==> src/design/plldiv_pkg.sv <==
package plldiv_pkg;

   localparam int DIVIDEND_W = 64;
   localparam int DIVISOR_W  = 40;
   localparam int STEP_W     = 6;

   localparam int FREQ_W     = 32;
   localparam int INT_MIN_W  = 19;
   localparam int NOUT_W     = 6;
   localparam int STATUS_W   = 2;
   localparam int CSR_IDX_W  = 2;

   localparam logic [STATUS_W-1:0] STATUS_OK       = 2'd0;
   localparam logic [STATUS_W-1:0] STATUS_OUT_HIGH = 2'd1;
   localparam logic [STATUS_W-1:0] STATUS_OUT_LOW  = 2'd2;
   localparam logic [STATUS_W-1:0] STATUS_REF_OVF  = 2'd3;

   localparam logic [CSR_IDX_W-1:0] CSR_VCO_MAX = 2'd0;
   localparam logic [CSR_IDX_W-1:0] CSR_PFD_MAX = 2'd1;
   localparam logic [CSR_IDX_W-1:0] CSR_INT_MIN = 2'd2;

   typedef struct packed {
      logic busy;
      logic done;
   } div_status_type;

endpackage

==> src/design/plldiv_divider.sv <==
module plldiv_divider (
   input  logic                             clock,
   input  logic                             reset,
   input  logic                             start,
   input  logic [plldiv_pkg::DIVIDEND_W-1:0] dividend,
   input  logic [plldiv_pkg::DIVISOR_W-1:0]  divisor,
   output logic [plldiv_pkg::DIVIDEND_W-1:0] quotient,
   output logic [plldiv_pkg::DIVISOR_W-1:0]  remainder,
   output plldiv_pkg::div_status_type        status
);
   import plldiv_pkg::*;

   localparam logic [STEP_W-1:0] LAST_STEP = '1;

   logic                  busy_ff, busy_in;
   logic                  done_ff, done_in;
   logic [STEP_W-1:0]     cnt_ff, cnt_in;
   logic [DIVIDEND_W-1:0] quo_ff, quo_in;
   logic [DIVISOR_W-1:0]  rem_ff, rem_in;
   logic [DIVISOR_W-1:0]  den_ff, den_in;
   logic [DIVISOR_W:0]    trial;
   logic [DIVISOR_W:0]    diff;
   logic                  fits;

   assign trial = {rem_ff, quo_ff[DIVIDEND_W-1]};
   assign diff  = trial - {1'b0, den_ff};
   assign fits  = (trial >= {1'b0, den_ff});

   always_comb begin
      busy_in = busy_ff;
      done_in = 1'b0;
      cnt_in  = cnt_ff;
      quo_in  = quo_ff;
      rem_in  = rem_ff;
      den_in  = den_ff;
      if (start) begin
         busy_in = 1'b1;
         cnt_in  = '0;
         quo_in  = dividend;
         rem_in  = '0;
         den_in  = divisor;
      end else if (busy_ff) begin
         quo_in = {quo_ff[DIVIDEND_W-2:0], fits};
         rem_in = fits ? diff[DIVISOR_W-1:0] : trial[DIVISOR_W-1:0];
         cnt_in = cnt_ff + 1'b1;
         if (cnt_ff == LAST_STEP) begin
            busy_in = 1'b0;
            done_in = 1'b1;
         end
      end
   end

   always_ff @(posedge clock) begin
      if (reset) begin
         busy_ff <= 1'b0;
         done_ff <= 1'b0;
         cnt_ff  <= '0;
      end else begin
         busy_ff <= busy_in;
         done_ff <= done_in;
         cnt_ff  <= cnt_in;
      end
      quo_ff <= quo_in;
      rem_ff <= rem_in;
      den_ff <= den_in;
   end

   assign quotient    = quo_ff;
   assign remainder   = rem_ff;
   assign status.busy = busy_ff;
   assign status.done = done_ff;

endmodule

==> src/design/pll_integer_divider_solver_core.sv <==
// Channel   Direction  Handshake            Payload
// req       in         req_valid/req_stall  req_ref_freq_hz, req_out_freq_hz
// rsp       out        rsp_valid/rsp_stall  rsp_out_divider, rsp_ref_divider,
//                                           rsp_int_divider, rsp_status
// csr       in         csr_wr_en            csr_index, csr_wdata
//
// A request that runs to the end takes four 64-step divisions on the shared
// restoring divider (output divider, two ceilings, feedback divider), each
// opened by a start and closed by a done, and then passes the result state.
// A zero output frequency finishes at once, an output too high or too low after
// the first division, a divider overflow after the third.
// req_stall is high while a request is in work; the result sits in an output
// register so the next request is taken while it waits on rsp_stall.
// Reset is synchronous and restores the default limits.
module pll_integer_divider_solver_core #(
   parameter int REF_DIV_BITS = 14,
   parameter int INT_DIV_BITS = 19
) (
   input  logic                                clock,
   input  logic                                reset,
   input  logic                                req_valid,
   output logic                                req_stall,
   input  logic [plldiv_pkg::FREQ_W-1:0]       req_ref_freq_hz,
   input  logic [plldiv_pkg::FREQ_W-1:0]       req_out_freq_hz,
   output logic                                rsp_valid,
   input  logic                                rsp_stall,
   output logic [plldiv_pkg::NOUT_W-1:0]       rsp_out_divider,
   output logic [REF_DIV_BITS-1:0]             rsp_ref_divider,
   output logic [INT_DIV_BITS-1:0]             rsp_int_divider,
   output logic [plldiv_pkg::STATUS_W-1:0]     rsp_status,
   input  logic                                csr_wr_en,
   input  logic [plldiv_pkg::CSR_IDX_W-1:0]    csr_index,
   input  logic [plldiv_pkg::FREQ_W-1:0]       csr_wdata
);
   import plldiv_pkg::*;

   localparam int GAIN_W = FREQ_W + NOUT_W;
   localparam int NEED_W = INT_MIN_W + FREQ_W;
   localparam int PROD_W = GAIN_W + REF_DIV_BITS;

   localparam logic [REF_DIV_BITS-1:0] REF_DIV_MAX = '1;
   localparam logic [INT_DIV_BITS-1:0] INT_DIV_MAX = '1;
   localparam logic [DIVIDEND_W-1:0]   HALF_LIMIT  = 64'd31;

   localparam logic [2:0] ST_IDLE = 3'd0;
   localparam logic [2:0] ST_HALF = 3'd1;
   localparam logic [2:0] ST_RDIV = 3'd2;
   localparam logic [2:0] ST_NEED = 3'd3;
   localparam logic [2:0] ST_NINT = 3'd4;
   localparam logic [2:0] ST_DONE = 3'd5;

   logic [2:0]              state_ff, state_in;
   logic                    launch_ff, launch_in;
   logic [FREQ_W-1:0]       vco_ff, pfd_ff;
   logic [INT_MIN_W-1:0]    int_min_ff;
   logic [FREQ_W-1:0]       ref_ff, ref_in;
   logic [FREQ_W-1:0]       fo_ff, fo_in;
   logic [GAIN_W-1:0]       gain_ff, gain_in;
   logic [FREQ_W-1:0]       rdiv_ff, rdiv_in;
   logic [NOUT_W-1:0]       nout_ff, nout_in;
   logic [INT_DIV_BITS-1:0] nint_ff, nint_in;
   logic [STATUS_W-1:0]     st_ff, st_in;
   logic                    rsp_valid_ff, rsp_valid_in;
   logic [NOUT_W-1:0]       rsp_nout_ff;
   logic [REF_DIV_BITS-1:0] rsp_rdiv_ff;
   logic [INT_DIV_BITS-1:0] rsp_nint_ff;
   logic [STATUS_W-1:0]     rsp_st_ff;

   logic                    req_take;
   logic                    out_free;
   logic [FREQ_W-1:0]       pfd_eff;
   logic [NEED_W-1:0]       prod_need;
   logic [PROD_W-1:0]       prod_nint;
   logic [DIVIDEND_W-1:0]   div_dividend;
   logic [DIVISOR_W-1:0]    div_divisor;
   logic [DIVIDEND_W-1:0]   div_quo;
   logic [DIVISOR_W-1:0]    div_rem;
   div_status_type          div_st;
   logic [DIVIDEND_W-1:0]   div_ceil;
   logic [DIVIDEND_W-1:0]   rdiv_pick;

   assign req_stall = (state_ff != ST_IDLE);
   assign req_take  = req_valid && !req_stall;
   assign out_free  = !rsp_valid_ff || !rsp_stall;
   assign pfd_eff   = (pfd_ff == '0) ? FREQ_W'(1) : pfd_ff;
   assign prod_need = NEED_W'(int_min_ff) * NEED_W'(ref_ff);
   assign prod_nint = PROD_W'(gain_ff) * PROD_W'(rdiv_ff[REF_DIV_BITS-1:0]);
   assign div_ceil  = div_quo + DIVIDEND_W'(div_rem != '0);
   assign rdiv_pick = (div_ceil > DIVIDEND_W'(rdiv_ff)) ? div_ceil : DIVIDEND_W'(rdiv_ff);

   always_comb begin
      unique case (state_ff)
         ST_HALF: begin
            div_dividend = DIVIDEND_W'(vco_ff);
            div_divisor  = DIVISOR_W'({fo_ff, 1'b0});
         end
         ST_RDIV: begin
            div_dividend = DIVIDEND_W'(ref_ff);
            div_divisor  = DIVISOR_W'(pfd_eff);
         end
         ST_NEED: begin
            div_dividend = DIVIDEND_W'(prod_need);
            div_divisor  = DIVISOR_W'(gain_ff);
         end
         default: begin
            div_dividend = DIVIDEND_W'(prod_nint);
            div_divisor  = DIVISOR_W'(ref_ff);
         end
      endcase
   end

   plldiv_divider u_divider (
      .clock     (clock),
      .reset     (reset),
      .start     (launch_ff),
      .dividend  (div_dividend),
      .divisor   (div_divisor),
      .quotient  (div_quo),
      .remainder (div_rem),
      .status    (div_st)
   );

   always_comb begin
      state_in     = state_ff;
      launch_in    = 1'b0;
      ref_in       = ref_ff;
      fo_in        = fo_ff;
      gain_in      = gain_ff;
      rdiv_in      = rdiv_ff;
      nout_in      = nout_ff;
      nint_in      = nint_ff;
      st_in        = st_ff;
      rsp_valid_in = rsp_valid_ff && rsp_stall;
      unique case (state_ff)
         ST_IDLE: begin
            if (req_take) begin
               ref_in  = (req_ref_freq_hz == '0) ? FREQ_W'(1) : req_ref_freq_hz;
               fo_in   = req_out_freq_hz;
               nout_in = '0;
               rdiv_in = '0;
               nint_in = '0;
               if (req_out_freq_hz == '0) begin
                  st_in    = STATUS_OUT_LOW;
                  state_in = ST_DONE;
               end else begin
                  launch_in = 1'b1;
                  state_in  = ST_HALF;
               end
            end
         end
         ST_HALF: begin
            if (div_st.done) begin
               if (div_quo == '0) begin
                  st_in    = STATUS_OUT_HIGH;
                  state_in = ST_DONE;
               end else if (div_quo > HALF_LIMIT) begin
                  st_in    = STATUS_OUT_LOW;
                  state_in = ST_DONE;
               end else begin
                  nout_in   = {div_quo[NOUT_W-2:0], 1'b0};
                  gain_in   = GAIN_W'(fo_ff) * GAIN_W'({div_quo[NOUT_W-2:0], 1'b0});
                  launch_in = 1'b1;
                  state_in  = ST_RDIV;
               end
            end
         end
         ST_RDIV: begin
            if (div_st.done) begin
               rdiv_in   = div_ceil[FREQ_W-1:0];
               launch_in = 1'b1;
               state_in  = ST_NEED;
            end
         end
         ST_NEED: begin
            if (div_st.done) begin
               if (rdiv_pick > DIVIDEND_W'(REF_DIV_MAX)) begin
                  nout_in  = '0;
                  rdiv_in  = FREQ_W'(REF_DIV_MAX);
                  st_in    = STATUS_REF_OVF;
                  state_in = ST_DONE;
               end else begin
                  rdiv_in   = rdiv_pick[FREQ_W-1:0];
                  launch_in = 1'b1;
                  state_in  = ST_NINT;
               end
            end
         end
         ST_NINT: begin
            if (div_st.done) begin
               nint_in  = (div_quo > DIVIDEND_W'(INT_DIV_MAX)) ? INT_DIV_MAX
                          : div_quo[INT_DIV_BITS-1:0];
               st_in    = STATUS_OK;
               state_in = ST_DONE;
            end
         end
         ST_DONE: begin
            if (out_free) begin
               rsp_valid_in = 1'b1;
               state_in     = ST_IDLE;
            end
         end
         default: begin
            state_in = ST_IDLE;
         end
      endcase
   end

   always_ff @(posedge clock) begin
      if (reset) begin
         state_ff     <= ST_IDLE;
         launch_ff    <= 1'b0;
         rsp_valid_ff <= 1'b0;
         vco_ff       <= 32'd3000000000;
         pfd_ff       <= 32'd70000000;
         int_min_ff   <= 19'd16;
      end else begin
         state_ff     <= state_in;
         launch_ff    <= launch_in;
         rsp_valid_ff <= rsp_valid_in;
         if (csr_wr_en) begin
            priority case (csr_index)
               CSR_VCO_MAX: vco_ff     <= csr_wdata;
               CSR_PFD_MAX: pfd_ff     <= csr_wdata;
               CSR_INT_MIN: int_min_ff <= csr_wdata[INT_MIN_W-1:0];
               default: ;
            endcase
         end
      end
      ref_ff  <= ref_in;
      fo_ff   <= fo_in;
      gain_ff <= gain_in;
      rdiv_ff <= rdiv_in;
      nout_ff <= nout_in;
      nint_ff <= nint_in;
      st_ff   <= st_in;
      if (state_ff == ST_DONE && out_free) begin
         rsp_nout_ff <= nout_ff;
         rsp_rdiv_ff <= rdiv_ff[REF_DIV_BITS-1:0];
         rsp_nint_ff <= nint_ff;
         rsp_st_ff   <= st_ff;
      end
   end

   assign rsp_valid       = rsp_valid_ff;
   assign rsp_out_divider = rsp_nout_ff;
   assign rsp_ref_divider = rsp_rdiv_ff;
   assign rsp_int_divider = rsp_nint_ff;
   assign rsp_status      = rsp_st_ff;

endmodule
==> config.mk <==
export PLATFORM = sky130hd
export DESIGN_NAME = pll_integer_divider_solver_core
export DESIGN_NICKNAME = d
export VERILOG_FILES = /design/src/design/plldiv_pkg.sv /design/src/design/plldiv_divider.sv /design/src/design/pll_integer_divider_solver_core.sv
export SDC_FILE = /design/constraint.sdc
export NUM_CORES = 2
export LEC_CHECK = 0
export BUFFER_PORTS_ARGS = -buffer_cell sky130_fd_sc_hd__buf_2
export CAP_MARGIN = 25
export CORE_MARGIN = 4
export CORE_UTILIZATION = 65
export CTS_BUF_LIST = sky130_fd_sc_hd__clkbuf_8
export DETAILED_ROUTE_END_ITERATION = 6
export PLACE_DENSITY = 0.81
export SLEW_MARGIN = 20
export SYNTH_ARGS = -nofsm -noshare
export SYNTH_HDL_FRONTEND = slang
export SYNTH_SLANG_ARGS = --single-unit
==> constraint.sdc <==
create_clock -name clock -period 13.53 [get_ports clock]
set_input_delay 1.353 -clock clock [delete_from_list [all_inputs] [get_ports clock]]
set_output_delay 1.353 -clock clock [all_outputs]
set_load 0.05 [all_outputs]
==> flow_summary.ini <==
[min_path]
hold_path_class = reg2reg

[synth]
syn-cell-area_um2 = 61920
synth_compound_area_frac = 0.09681
syn-instance-count = 6873
synth_seq_area_share = 0.1899
avgSynthCellArea_um2 = 9.009
yosysUniqueCellTypes = 80
synth-seq-cells = 437
synth_nets = 8362
ys.flop_type = edfxtp_1
synth-edff-count = 301
synth_fa_ha_area_frac = 0.4034
synthSimpleGateAreaFrac = 0.1851
synthMuxAreaShare = 0.01117
yosys_warnings = 0
async_flop_share = 0
synthXorXnorAreaFrac = 0.02475
synth_top_family_by_area = adder cells

[drt]
drt_iter0_drc = 6078
ant_nets = 0
routed_wl_mm = 190.8
wl_met2_mm = 81.41
vias_per_cell = 6.294
wl_per_cell_um = 23.60
first_pass_iters = 7
wl_met1_mm = 69.74
vias = 50870
wl_met3_mm = 28.20
top_layer_used = met5
drc_errors = 12

[sta]
max_freq_ghz = 0.1251
setup_tns_ps = 0
finalCritPeriodShare = 0.5910
setup_slack_ps = 5533
relSlewSlack = 0.1357
tightest_slew_ps = 1285
finalSetupViolCount = 0
rsz0062_at_grt = no
finalHoldViolations = 0
drv_slew = 0
fin_hold_ws_ps = 417.0
skew_ps = 69.01
finalCriticalPeriod_ps = 7997

[clock_tree]
cts.sinks = 437
cts_hold_buf = 0
cts_setup_buffers = 0
ctsResizeCount = 0
clkTransAtPathRegs_ps = 60
root_buffer = clkbuf_8
htreeDepth = 3
cts_tree = built
cts_buffer_depth = 3
clk_latency_ps = 740
cts_buffers = 78

[global_route]
antenna_found_initial = 15
grt_pass1_vias = 51820
grt_max_degree = 90
grt_pass1_wl_mm = 297.3
grt_usage = 0.3905
gr-total-overflow = 0

[placement]
dp_cells = 7927
place.gp.congestion = 0.9795
portBuffers = 144
hpwlAfterDp_mm = 145.7
place_ws_ps = 5730

[floorplan]
fp.coreArea_um2 = 93890
die_h_um = 316.7
start_util = 0.6595
chipWidth_um = 316.7
fp.dieArea_um2 = 100300
rows = 112
ios = 146

[critical_path]
crit_type = reg2reg
critPathMaxFanout = 21
cp-start-kind = register
worstPathRequired_ps = 13960
crit_path_end_kind = register
arrival_ps = 8420

[layout]
drive_gt1_frac = 0.06204
syn_to_final_growth_pct = 4.932
final_cells = 8082
fill_cells = 7317
layout.nets = 8245

[power_and_ir_drop]
power_leakage_nw = 30.62
p_per_area_nw_per_um2 = 172.3
peakVddDrop_mv = 0.3566

[status]
violations = design-rule violations
status = complete, but fails checks

[run]
cap_viol_max_count = 0
power by group:
group          internal (W)  switching, W  leakage (nW)
Sequential          0.00165      0.000226          3.97
Combinational       0.00291       0.00508          25.7
Clock              0.000704      0.000617         0.910
Total               0.00527       0.00593          30.6
area by class of cell:
| class | instances | area (um^2) | share of cell area |
|---|---|---|---|
| Sequential cell | 437 | 11770 | 0.1811 |
| Antenna cell | 10 | 25.02 | 0.0003851 |
| Clock inverter | 57 | 449.2 | 0.006913 |
| Clock buffer | 85 | 1170 | 0.01800 |
| Multi-Input combinational cell | 4979 | 44710 | 0.6881 |
| Inverter | 1033 | 3877 | 0.05968 |
| Timing Repair Buffer | 227 | 1403 | 0.02159 |
| Tap cell | 1254 | 1569 | 0.02415 |
metal layers:
layer	up-vias	GRT usage
met5	-	0.004836
li1	21840	-
met4	12	0.1930
met2	3426	0.5733
met1	24960	0.5078
met3	635	0.1529
worst max-delay path, stage by stage (launching register included):
cell and delay (ps):
edfxtp_1 1060, nand2_1 190, fa_1 550, inv_1 70
fa_1 500, fa_1 530, fa_1 540, fa_1 520
fa_1 510, ha_1 410, a21oi_1 290, o21ai_0 140
a21o_1 240, a2111oi_0 760, a211oi_1 210, o21ai_0 430
o22ai_1 180, or2_2 310, xnor2_1 140, o22ai_1 90
state kept, by name (all words and copies together), names as in the netlist, 14 cells and up:
name                 cells
gain_ff                 37
pfd_ff                  32
int_min_ff              19
rsp_int_divider         19
rdiv_ff                 32
ref_ff                  32
u_divider.quotient      64
rsp_ref_divider         14
nint_ff                 19
fo_ff                   32
u_divider.remainder     40
vco_ff                  32
u_divider.den_ff        38
worst paths after layout:
| kind | start | to | slack, ps | depth (start not counted) |
|---|---|---|---|---|
| min reg2reg | nout_ff[2] | rsp_out_divider[2] | 420 | 0 |
| min | nout_ff[2] | rsp_out_divider[2] | 420 | 0 |
| max | ref_ff[6] | u_divider.quotient[43] | 5530 | 19 |
| max reg2reg | ref_ff[6] | u_divider.quotient[43] | 5530 | 19 |
cell families after synthesis:
family	after synthesis
buffers and inverters	1457
XOR/XNOR	175
flip-flops	437
other	1
adder cells (fa/ha/maj)	1386
AO/OA/AOI/OAI	930
multiplexers	65
AND/OR/NAND/NOR	2422
Yosys cell counts (108+ instances only):
cell | count | share of area
nor2_1 | 199 | 0.012
o21ai_0 | 155 | 0.013
inv_1 | 1031 | 0.062
edfxtp_1 | 301 | 0.15
a21oi_1 | 300 | 0.024
and2_1 | 458 | 0.046
ha_1 | 369 | 0.075
fa_1 | 1017 | 0.33
clkbuf_1 | 387 | 0.023
nand2_1 | 1266 | 0.077
dfxtp_1 | 136 | 0.044
xnor2_1 | 108 | 0.015
placed cells by master (no fill, tap or decap), drive strengths merged, types with 30 or more instances in the layout:
master | netlist | layout
inv | 1031 | 1060
a22oi | 42 | 42
nor3 | 62 | 62
clkbuf | 387 | 85
nor2b | 30 | 30
a21o | 87 | 87
fa | 1017 | 1017
nor4 | 73 | 73
a21oi | 300 | 300
mux2i | 32 | 32
edfxtp | 301 | 301
a31oi | 32 | 32
xnor2 | 108 | 108
mux2 | 33 | 33
a311oi | 32 | 32
nor2 | 199 | 199
nand4 | 90 | 90
o21ai | 165 | 165
o21a | 44 | 44
ha | 369 | 369
nand2 | 1266 | 1266
buf | 37 | 227
and3 | 34 | 34
dfxtp | 136 | 136
nand3 | 85 | 85
xor2 | 67 | 67
and2 | 458 | 458
metrics by stage:
stage / utilization / total power (W) / instance area, um^2
6_report: 0.6920 / 0.01119 / 64980
5_1_grt: 0.6918 / 0.01198 / 64960
4_1_cts: 0.6910 / 0.01103 / 64880
3_5_place_dp: 0.6738 / 0.009684 / 63260
3_3_place_gp: 0.6735 / 0.009527 / 63240
2_1_floorplan: - / 0.007188 / 61920
(Power assumes the default switching activity.)
